`src/hdl/mtm_pkg.sv`:
```
// ----------------------------------------------------------------------------
// mtm_pkg
// shared types, constants, controller lookup and channel remap for the converter
// ----------------------------------------------------------------------------
package mtm_pkg;

  localparam int unsigned TickBits = 32;

  localparam logic [7:0] ScoreEndByte = 8'h60;
  localparam logic [3:0] StatusNote   = 4'h9;
  localparam logic [3:0] StatusCtrl   = 4'hB;
  localparam logic [3:0] StatusProg   = 4'hC;
  localparam logic [3:0] StatusWheel  = 4'hE;
  localparam logic [2:0] MaxEventType = 3'd4;
  localparam logic [7:0] SysCtrlLow   = 8'd10;
  localparam logic [7:0] SysCtrlHigh  = 8'd14;
  localparam logic [7:0] CtrlLimit    = 8'd10;

  typedef enum logic [1:0] {
    KindMsg = 2'd0,
    KindEnd = 2'd1,
    KindErr = 2'd2
  } kind_e;

  typedef enum logic [2:0] {
    ErrNone       = 3'd0,
    ErrTruncated  = 3'd1,
    ErrBadType    = 3'd2,
    ErrBadCtrl    = 3'd3,
    ErrNoDelta    = 3'd4
  } err_e;

  typedef enum logic [2:0] {
    EvRelease = 3'd0,
    EvPlay    = 3'd1,
    EvWheel   = 3'd2,
    EvSystem  = 3'd3,
    EvControl = 3'd4
  } ev_type_e;

  typedef struct packed {
    logic       action;
    logic [7:0] stream_byte;
  } in_item_t;

  typedef struct packed {
    logic [1:0]  kind;
    logic [31:0] tick_time;
    logic [7:0]  midi_status;
    logic [7:0]  first_data;
    logic [7:0]  second_data;
    logic [1:0]  data_count;
    logic [2:0]  error_code;
  } out_item_t;

  function automatic logic [7:0] ctrl_map(input logic [3:0] idx);
    logic [7:0] val;
    unique case (idx)
      4'd0:    val = 8'd0;
      4'd1:    val = 8'd0;
      4'd2:    val = 8'd1;
      4'd3:    val = 8'd7;
      4'd4:    val = 8'd10;
      4'd5:    val = 8'd11;
      4'd6:    val = 8'd91;
      4'd7:    val = 8'd93;
      4'd8:    val = 8'd64;
      4'd9:    val = 8'd67;
      4'd10:   val = 8'd120;
      4'd11:   val = 8'd123;
      4'd12:   val = 8'd126;
      4'd13:   val = 8'd127;
      4'd14:   val = 8'd121;
      default: val = 8'd0;
    endcase
    return val;
  endfunction

  function automatic logic [3:0] remap_chan(input logic [3:0] mus_ch);
    logic [3:0] ch;
    if (mus_ch == 4'd15) begin
      ch = 4'd9;
    end else if (mus_ch >= 4'd9) begin
      ch = mus_ch + 4'd1;
    end else begin
      ch = mus_ch;
    end
    return ch;
  endfunction

endpackage

```
`src/hdl/mtm_parser.sv`:
```
// ----------------------------------------------------------------------------
// mtm_parser
// per-byte event parser: phase update, velocity store, tick count, result
// ----------------------------------------------------------------------------
module mtm_parser (
  input  logic               clk_i,
  input  logic               rst_ni,
  input  logic               valid_i,
  input  mtm_pkg::in_item_t  item_i,
  output logic               res_valid_o,
  output mtm_pkg::out_item_t res_o
);
  import mtm_pkg::*;

  localparam logic [2:0] PhEvent      = 3'd0;
  localparam logic [2:0] PhOperand    = 3'd1;
  localparam logic [2:0] PhVelocity   = 3'd2;
  localparam logic [2:0] PhCtrl       = 3'd3;
  localparam logic [2:0] PhDeltaFirst = 3'd4;
  localparam logic [2:0] PhDeltaMore  = 3'd5;

  localparam logic [1:0] FinRunning = 2'd0;
  localparam logic [1:0] FinEnded   = 2'd1;
  localparam logic [1:0] FinError   = 2'd2;

  logic [2:0]          phase_q, phase_d;
  logic [7:0]          event_q, event_d;
  logic [7:0]          operand_q, operand_d;
  logic [7:0]          vel_q [16];
  logic [TickBits-1:0] tick_q, tick_d;
  logic [TickBits-1:0] delta_q, delta_d;
  logic [1:0]          fin_q, fin_d;

  logic                vel_we;
  logic [3:0]          ch;
  logic [7:0]          b;
  logic                is_end;
  logic [TickBits-1:0] delta_new;

  logic       do_emit, do_end, do_err;
  logic [7:0] st, d1, d2;
  logic [1:0] cnt;
  err_e       code;

  assign ch        = remap_chan(event_q[3:0]);
  assign b         = item_i.stream_byte;
  assign is_end    = item_i.action;
  assign delta_new = {delta_q[TickBits-8:0], b[6:0]};

  always_comb begin
    phase_d   = phase_q;
    event_d   = event_q;
    operand_d = operand_q;
    tick_d    = tick_q;
    delta_d   = delta_q;
    fin_d     = fin_q;
    vel_we    = 1'b0;
    do_emit   = 1'b0;
    do_end    = 1'b0;
    do_err    = 1'b0;
    st        = 8'd0;
    d1        = 8'd0;
    d2        = 8'd0;
    cnt       = 2'd2;
    code      = ErrNone;

    if (valid_i && fin_q == FinRunning) begin
      unique case (phase_q)
        PhEvent: begin
          if (is_end || b == ScoreEndByte) begin
            do_end = 1'b1;
          end else if (b[6:4] > MaxEventType) begin
            do_err = 1'b1;
            code   = ErrBadType;
          end else begin
            event_d = b;
            phase_d = PhOperand;
          end
        end
        PhOperand: begin
          if (is_end) begin
            do_err = 1'b1;
            code   = ErrTruncated;
          end else begin
            unique case (event_q[6:4])
              EvRelease: begin
                do_emit = 1'b1;
                st      = {StatusNote, ch};
                d1      = b;
              end
              EvPlay: begin
                if (b[7]) begin
                  operand_d = {1'b0, b[6:0]};
                  phase_d   = PhVelocity;
                end else begin
                  do_emit = 1'b1;
                  st      = {StatusNote, ch};
                  d1      = b;
                  d2      = vel_q[ch];
                end
              end
              EvWheel: begin
                do_emit = 1'b1;
                st      = {StatusWheel, ch};
                d1      = {1'b0, b[0], 6'd0};
                d2      = {1'b0, b[7:1]};
              end
              EvSystem: begin
                if (b < SysCtrlLow || b > SysCtrlHigh) begin
                  do_err = 1'b1;
                  code   = ErrBadCtrl;
                end else begin
                  do_emit = 1'b1;
                  st      = {StatusCtrl, ch};
                  d1      = ctrl_map(b[3:0]);
                  d2      = 8'd1;
                end
              end
              default: begin
                if (b >= CtrlLimit) begin
                  do_err = 1'b1;
                  code   = ErrBadCtrl;
                end else begin
                  operand_d = b;
                  phase_d   = PhCtrl;
                end
              end
            endcase
          end
        end
        PhVelocity: begin
          if (is_end) begin
            do_err = 1'b1;
            code   = ErrTruncated;
          end else begin
            vel_we  = 1'b1;
            do_emit = 1'b1;
            st      = {StatusNote, ch};
            d1      = operand_q;
            d2      = b;
          end
        end
        PhCtrl: begin
          if (is_end) begin
            do_err = 1'b1;
            code   = ErrTruncated;
          end else if (operand_q == 8'd0) begin
            do_emit = 1'b1;
            st      = {StatusProg, ch};
            d1      = b;
            cnt     = 2'd1;
          end else begin
            do_emit = 1'b1;
            st      = {StatusCtrl, ch};
            d1      = ctrl_map(operand_q[3:0]);
            d2      = b;
          end
        end
        PhDeltaFirst, PhDeltaMore: begin
          if (is_end) begin
            if (phase_q == PhDeltaFirst) begin
              do_err = 1'b1;
              code   = ErrNoDelta;
            end else begin
              tick_d = tick_q + delta_q;
              do_end = 1'b1;
            end
          end else if (b[7]) begin
            delta_d = delta_new;
            phase_d = PhDeltaMore;
          end else begin
            tick_d  = tick_q + delta_new;
            delta_d = '0;
            phase_d = PhEvent;
          end
        end
        default: begin
          phase_d = PhEvent;
        end
      endcase

      if (do_emit) begin
        if (event_q[7]) begin
          delta_d = '0;
          phase_d = PhDeltaFirst;
        end else begin
          phase_d = PhEvent;
        end
      end
      if (do_end) begin
        fin_d = FinEnded;
      end
      if (do_err) begin
        fin_d = FinError;
      end
    end
  end

  always_comb begin
    res_valid_o       = do_emit | do_end | do_err;
    res_o.tick_time   = 32'(tick_d);
    res_o.midi_status = st;
    res_o.first_data  = d1;
    res_o.second_data = d2;
    res_o.data_count  = do_emit ? cnt : 2'd0;
    res_o.error_code  = do_err ? code : ErrNone;
    if (do_err) begin
      res_o.kind = KindErr;
    end else if (do_end) begin
      res_o.kind = KindEnd;
    end else begin
      res_o.kind = KindMsg;
    end
  end

  always_ff @(posedge clk_i or negedge rst_ni) begin
    if (!rst_ni) begin
      phase_q   <= PhEvent;
      event_q   <= 8'd0;
      operand_q <= 8'd0;
      tick_q    <= '0;
      delta_q   <= '0;
      fin_q     <= FinRunning;
      for (int i = 0; i < 16; i++) begin
        vel_q[i] <= 8'd0;
      end
    end else begin
      phase_q   <= phase_d;
      event_q   <= event_d;
      operand_q <= operand_d;
      tick_q    <= tick_d;
      delta_q   <= delta_d;
      fin_q     <= fin_d;
      if (vel_we) begin
        vel_q[ch] <= b;
      end
    end
  end

endmodule

```
`src/hdl/mtm_out_buf.sv`:
```
// ----------------------------------------------------------------------------
// mtm_out_buf
// two-entry result register with skid slot, registered stall toward parser
// ----------------------------------------------------------------------------
module mtm_out_buf (
  input  logic               clk_i,
  input  logic               rst_ni,
  input  logic               push_i,
  input  mtm_pkg::out_item_t data_i,
  output logic               full_o,
  output logic               valid_o,
  input  logic               stall_i,
  output mtm_pkg::out_item_t data_o
);
  import mtm_pkg::*;

  logic      out_v_q, out_v_d;
  logic      skid_v_q, skid_v_d;
  out_item_t out_q, out_d;
  out_item_t skid_q, skid_d;
  logic      room;

  assign room = !out_v_q || !stall_i;

  always_comb begin
    out_v_d  = out_v_q;
    skid_v_d = skid_v_q;
    out_d    = out_q;
    skid_d   = skid_q;
    if (room) begin
      if (skid_v_q) begin
        out_d    = skid_q;
        out_v_d  = 1'b1;
        skid_v_d = 1'b0;
      end else begin
        out_d   = data_i;
        out_v_d = push_i;
      end
    end else if (push_i) begin
      skid_d   = data_i;
      skid_v_d = 1'b1;
    end
  end

  always_ff @(posedge clk_i or negedge rst_ni) begin
    if (!rst_ni) begin
      out_v_q  <= 1'b0;
      skid_v_q <= 1'b0;
    end else begin
      out_v_q  <= out_v_d;
      skid_v_q <= skid_v_d;
    end
  end

  always_ff @(posedge clk_i) begin
    out_q  <= out_d;
    skid_q <= skid_d;
  end

  assign full_o  = skid_v_q;
  assign valid_o = out_v_q;
  assign data_o  = out_q;

endmodule

```
`src/hdl/mus_to_midi_event_converter.sv`:
```
// ----------------------------------------------------------------------------
// mus_to_midi_event_converter
// converts a MUS event byte stream into timed MIDI channel messages
// ----------------------------------------------------------------------------
// Takes one stream byte (or the end item) per clock cycle while in_stall_o
// is low. Each byte is parsed in the cycle it is accepted, and any resulting
// message goes through a registered two-entry result buffer to the output.
// in_stall_o rises only when the output side has held a result and a second
// one has backed up into the skid slot; it is a register, not a path from
// out_stall_i. After end of track or an error the block ignores all input
// until reset.
module mus_to_midi_event_converter (
  input  logic               clk_i,
  input  logic               rst_ni,
  input  logic               in_valid_i,
  output logic               in_stall_o,
  input  mtm_pkg::in_item_t  in_item_i,
  output logic               out_valid_o,
  input  logic               out_stall_i,
  output mtm_pkg::out_item_t out_item_o
);
  import mtm_pkg::*;

  logic      in_accept;
  logic      res_valid;
  out_item_t res;
  logic      buf_full;

  assign in_accept  = in_valid_i && !buf_full;
  assign in_stall_o = buf_full;

  mtm_parser u_parser (
    .clk_i       (clk_i),
    .rst_ni      (rst_ni),
    .valid_i     (in_accept),
    .item_i      (in_item_i),
    .res_valid_o (res_valid),
    .res_o       (res)
  );

  mtm_out_buf u_out_buf (
    .clk_i   (clk_i),
    .rst_ni  (rst_ni),
    .push_i  (res_valid),
    .data_i  (res),
    .full_o  (buf_full),
    .valid_o (out_valid_o),
    .stall_i (out_stall_i),
    .data_o  (out_item_o)
  );

endmodule

```
`config.mk`:
```
export PLATFORM = sky130hd
export DESIGN_NAME = mus_to_midi_event_converter
export DESIGN_NICKNAME = d
export VERILOG_FILES = /design/src/hdl/mtm_pkg.sv /design/src/hdl/mtm_parser.sv /design/src/hdl/mtm_out_buf.sv /design/src/hdl/mus_to_midi_event_converter.sv
export SDC_FILE = /design/constraint.sdc
export NUM_CORES = 1
export LEC_CHECK = 0
export ABC_AREA = 1
export ABC_CLOCK_PERIOD_IN_PS = 6480
export BUFFER_PORTS_ARGS = -buffer_cell sky130_fd_sc_hd__buf_4
export CAP_MARGIN = 20
export CORE_MARGIN = 2
export CORE_UTILIZATION = 55
export CTS_CLUSTER_DIAMETER = 100
export DETAILED_ROUTE_END_ITERATION = 6
export PLACE_DENSITY_LB_ADDON = 0.08
export SYNTH_ARGS = -nofsm -noshare
export SYNTH_HDL_FRONTEND = slang
export SYNTH_SLANG_ARGS = --single-unit
```
`constraint.sdc`:
```
create_clock -name clk_i -period 6.48 [get_ports clk_i]
set_clock_uncertainty 0.1 [all_clocks]
set_input_delay 0 -clock clk_i [delete_from_list [all_inputs] [get_ports clk_i]]
set_output_delay 0 -clock clk_i [all_outputs]
set_load 0.005 [all_outputs]
```
==> qor.yml <==
crit_path_start: "u_out_buf.full_o"
period_needed_ns: 3.983
max_slew_margin_pct: 32.02
layout-drive-gt1-share_pct: 8.028
avgSynthCellArea_um2: 7.773
numCtsBuffers: 36
grt_max_degree: 67
clkTransAtPathRegs_ns: 0.06
ys.flop_type: "dfrtp_1"
layout_commonest_cell: "nand2_1"
synth-edff-count: 126
rsz0062_at_grt: "false"
tns_ns: 0
fp.dieArea_mm2: 0.03717
antennaDiodeCount: 0
startpoint_type: "flop"
cts-htree-levels: 2
crit_chain: "inv_4 -> nand4_4 -> inv_1 -> nand2_1 -> a31oi_4 -> buf_4"
r2r_end: "u_out_buf.skid_q[49]"
grt-ovfl-total: 0
grt.total_usage_pct: 32.54
final_antenna_net_count: 0
coreArea_mm2: 0.03531
power.leakage_nw: 10.67
arrival_ns: 4.06
crit_fanout: 37
r2r_setup_slack_ns: 2.50
ys_types: 56
criticalPathCategory: "flop to flop"
drv_slew: 0
areaGrowthSynthToFinish_pct: 10.37
p_sw_share_pct: 21.54
syn-instance-count: 2522
port_buffers: 77
cts.sink_count: 341
slowest_stage: "a31oi_4"
cts_resized: 0
drt-initial-drc-count: 1919
crit_required_ns: 6.55
pwr-share-seq_pct: 51.8
vias_per_cell: 5.739
power_density_mw_per_mm2: 198.7
power_switching_w: 0.0009258
grt_antenna_before_repair: 0
vias: 17520
fin_crit_sh_pct: 61.46
dp_hpwl_um: 43120
async_flop_share_pct: 63.05
cts_tree: "built"
clockPowerShare_pct: 45.4
layout_common_cells: "nand2_1, inv_1, o21ai_0, nor2_1, dfrtp_1"
status: "completed"
drc_errors: 0
grt_pass1_wl_um: 91750
crit_path_end_kind: "flop"
post_cts_buffers: 0
clock_latency_ns: 0.54
worstMarginPinSlew_ns: 1.017
grt_pass1_vias: 16000
pwr-share-comb_pct: 2.8
p_total_w: 0.004299
io_pins: 78
fp-row-count: 69
gp_congestion: 1.020
hp-class: "input pin to flop"
netlist_area_mm2: 0.01960
clockBufferDepth: 3
nNetsFinal: 2653
internal-power_w: 0.003373
crit_end: "u_out_buf.skid_q[49]"
drv_cap: 0
finalHoldViolCount: 0
seq_area_frac_synth_pct: 46.74
r2r_start: "u_out_buf.full_o"
ctsHoldBuffers: 12
die_x_um: 192.8
vdd_drop_max_mv: 0.2323
floorplan.initialDensity_pct: 55.52
ys_warn_count: 0
firstDrtPassIters: 6
syn-num-nets: 2609
ctsRootBufferMaster: "clkbuf_16"
final_cells: 3052
fmax_mhz: 251.1
fp.dieH_um: 192.8
place_inst: 2977
post-route-util_pct: 61.28
wl_per_cell_um: 19.32
slowest_delay_ns: 0.78
setup_viol: 0
wl_um: 58950
synth_seq_cells: 341
worstRegToRegCells: 6
## through the flow
stage | hold slack (ns) | area, um2 | worst slack, ns
after detailed placement | -0.03547 | 20400 | 2.467
after global placement | -0.04318 | 20400 | 2.623
after floorplan | -0.3956 | 19600 | 0.7115
final | 0.05555 | 21640 | 2.497
after CTS | 0.05196 | 21640 | 2.446
after global routing | 0.09672 | 21640 | 2.158
## layout make-up
cell class                 count  area [um2]
clock inverter                 8       46.29
fill                        3212       13670
clock buffer                  55        1054
inverter                     266        1003
sequential                   341        9165
tap                          461       576.8
timing repair buffer          99       798.3
multi-input combinational   1822        8994
## cells in the mapped netlist, types with 4 or more instances
master | instances | area, um2
a21o_1 | 8 | 60.06
a21oi_1 | 110 | 550.5
a31oi_1 | 12 | 75.07
buf_1 | 4 | 15.01
buf_2 | 26 | 130.1
buf_4 | 5 | 37.54
buf_6 | 8 | 90.09
clkbuf_1 | 50 | 187.7
dfrtp_1 | 215 | 5380
edfxtp_1 | 126 | 3784
ha_1 | 72 | 900.9
inv_1 | 244 | 915.9
inv_2 | 18 | 67.56
nand2_1 | 777 | 2917
nand2_2 | 8 | 50.05
nand3_1 | 128 | 640.6
nand3b_1 | 20 | 150.1
nand4_1 | 30 | 187.7
nor2_1 | 228 | 855.8
nor2_2 | 11 | 68.82
nor2_4 | 4 | 45.04
nor3_1 | 26 | 130.1
o211ai_1 | 11 | 82.58
o21ai_0 | 236 | 1181
o21ai_1 | 28 | 140.1
o21bai_1 | 6 | 45.04
o221ai_1 | 4 | 35.03
o22ai_1 | 36 | 225.2
or2_2 | 10 | 62.56
xnor2_1 | 8 | 70.07
xor2_1 | 9 | 78.83
## flip-flops by register name (all words and copies together), names as in the netlist
name	count
u_out_buf.skid_q	63
u_out_buf.full_o	1
u_parser.fin_q	2
u_parser.operand_q	8
u_parser.delta_q	32
u_parser.vel_q	128
u_parser.event_q	8
u_out_buf.data_o	63
u_parser.tick_q	32
u_out_buf.valid_o	1
u_parser.phase_q	3
## how the worst min path moves through the flow
stage | from | endpoint | slack (ns) | cells past startpoint
after floorplan | rst_ni | u_out_buf.full_o | -0.40 | 0
after global placement | rst_ni | u_parser.vel_q[82] | -0.04 | 1
after detailed placement | rst_ni | u_parser.vel_q[90] | -0.04 | 1
after CTS | in_valid_i | u_parser.delta_q[28] | 0.05 | 4
after global routing | in_valid_i | u_out_buf.skid_q[28] | 0.1 | 3
final | out_stall_i | u_out_buf.valid_o | 0.06 | 4
## per-layer routing
| layer | routed length [um] | global-route usage, % | vias up |
|---|---|---|---|
| li1 | - | - | 8411 |
| met1 | 27900 | 51.49 | 8273 |
| met2 | 24390 | 46.55 | 749 |
| met3 | 5547 | 4.965 | 82 |
| met4 | 1113 | 7.457 | 0 |
| met5 | 0 | 0 | - |
## cells by family (layout without fill, tap and decap cells)
group                    count (synthesis)  in the layout  synth area share [%]
buffers and inverters                  359            428                 7.467
flip-flops                             341            341                 46.74
AND/OR/NAND/NOR                       1261           1261                 27.17
AO/OA/AOI/OAI                          469            469                 13.00
XOR/XNOR                                17             17                0.7595
adder cells (fa/ha/maj)                 74             74                 4.800
multiplexers                             1              1               0.05744
## worst max-delay path, delay by kind of cell (launching register included)
| kind | cells | cell delay (ns) |
|---|---|---|
| AOI/OAI and AO/OA | 1 | 0.78 |
| and+or+nand+nor | 2 | 0.79 |
| buffers and inverters | 3 | 1.50 |
| DFF | 1 | 0.42 |
## power groups by stage
stage                      logic, W  registers (W)  clock network, W
final                      0.000120        0.00223           0.00195
after global routing       0.000132        0.00222           0.00207
after CTS                  0.000120        0.00223           0.00198
after detailed placement   0.000111        0.00227                 0
after global placement     0.000110        0.00227                 0
after floorplan           0.0000468        0.00227                 0
No activity file was read; power rests on OpenSTA's default activity.
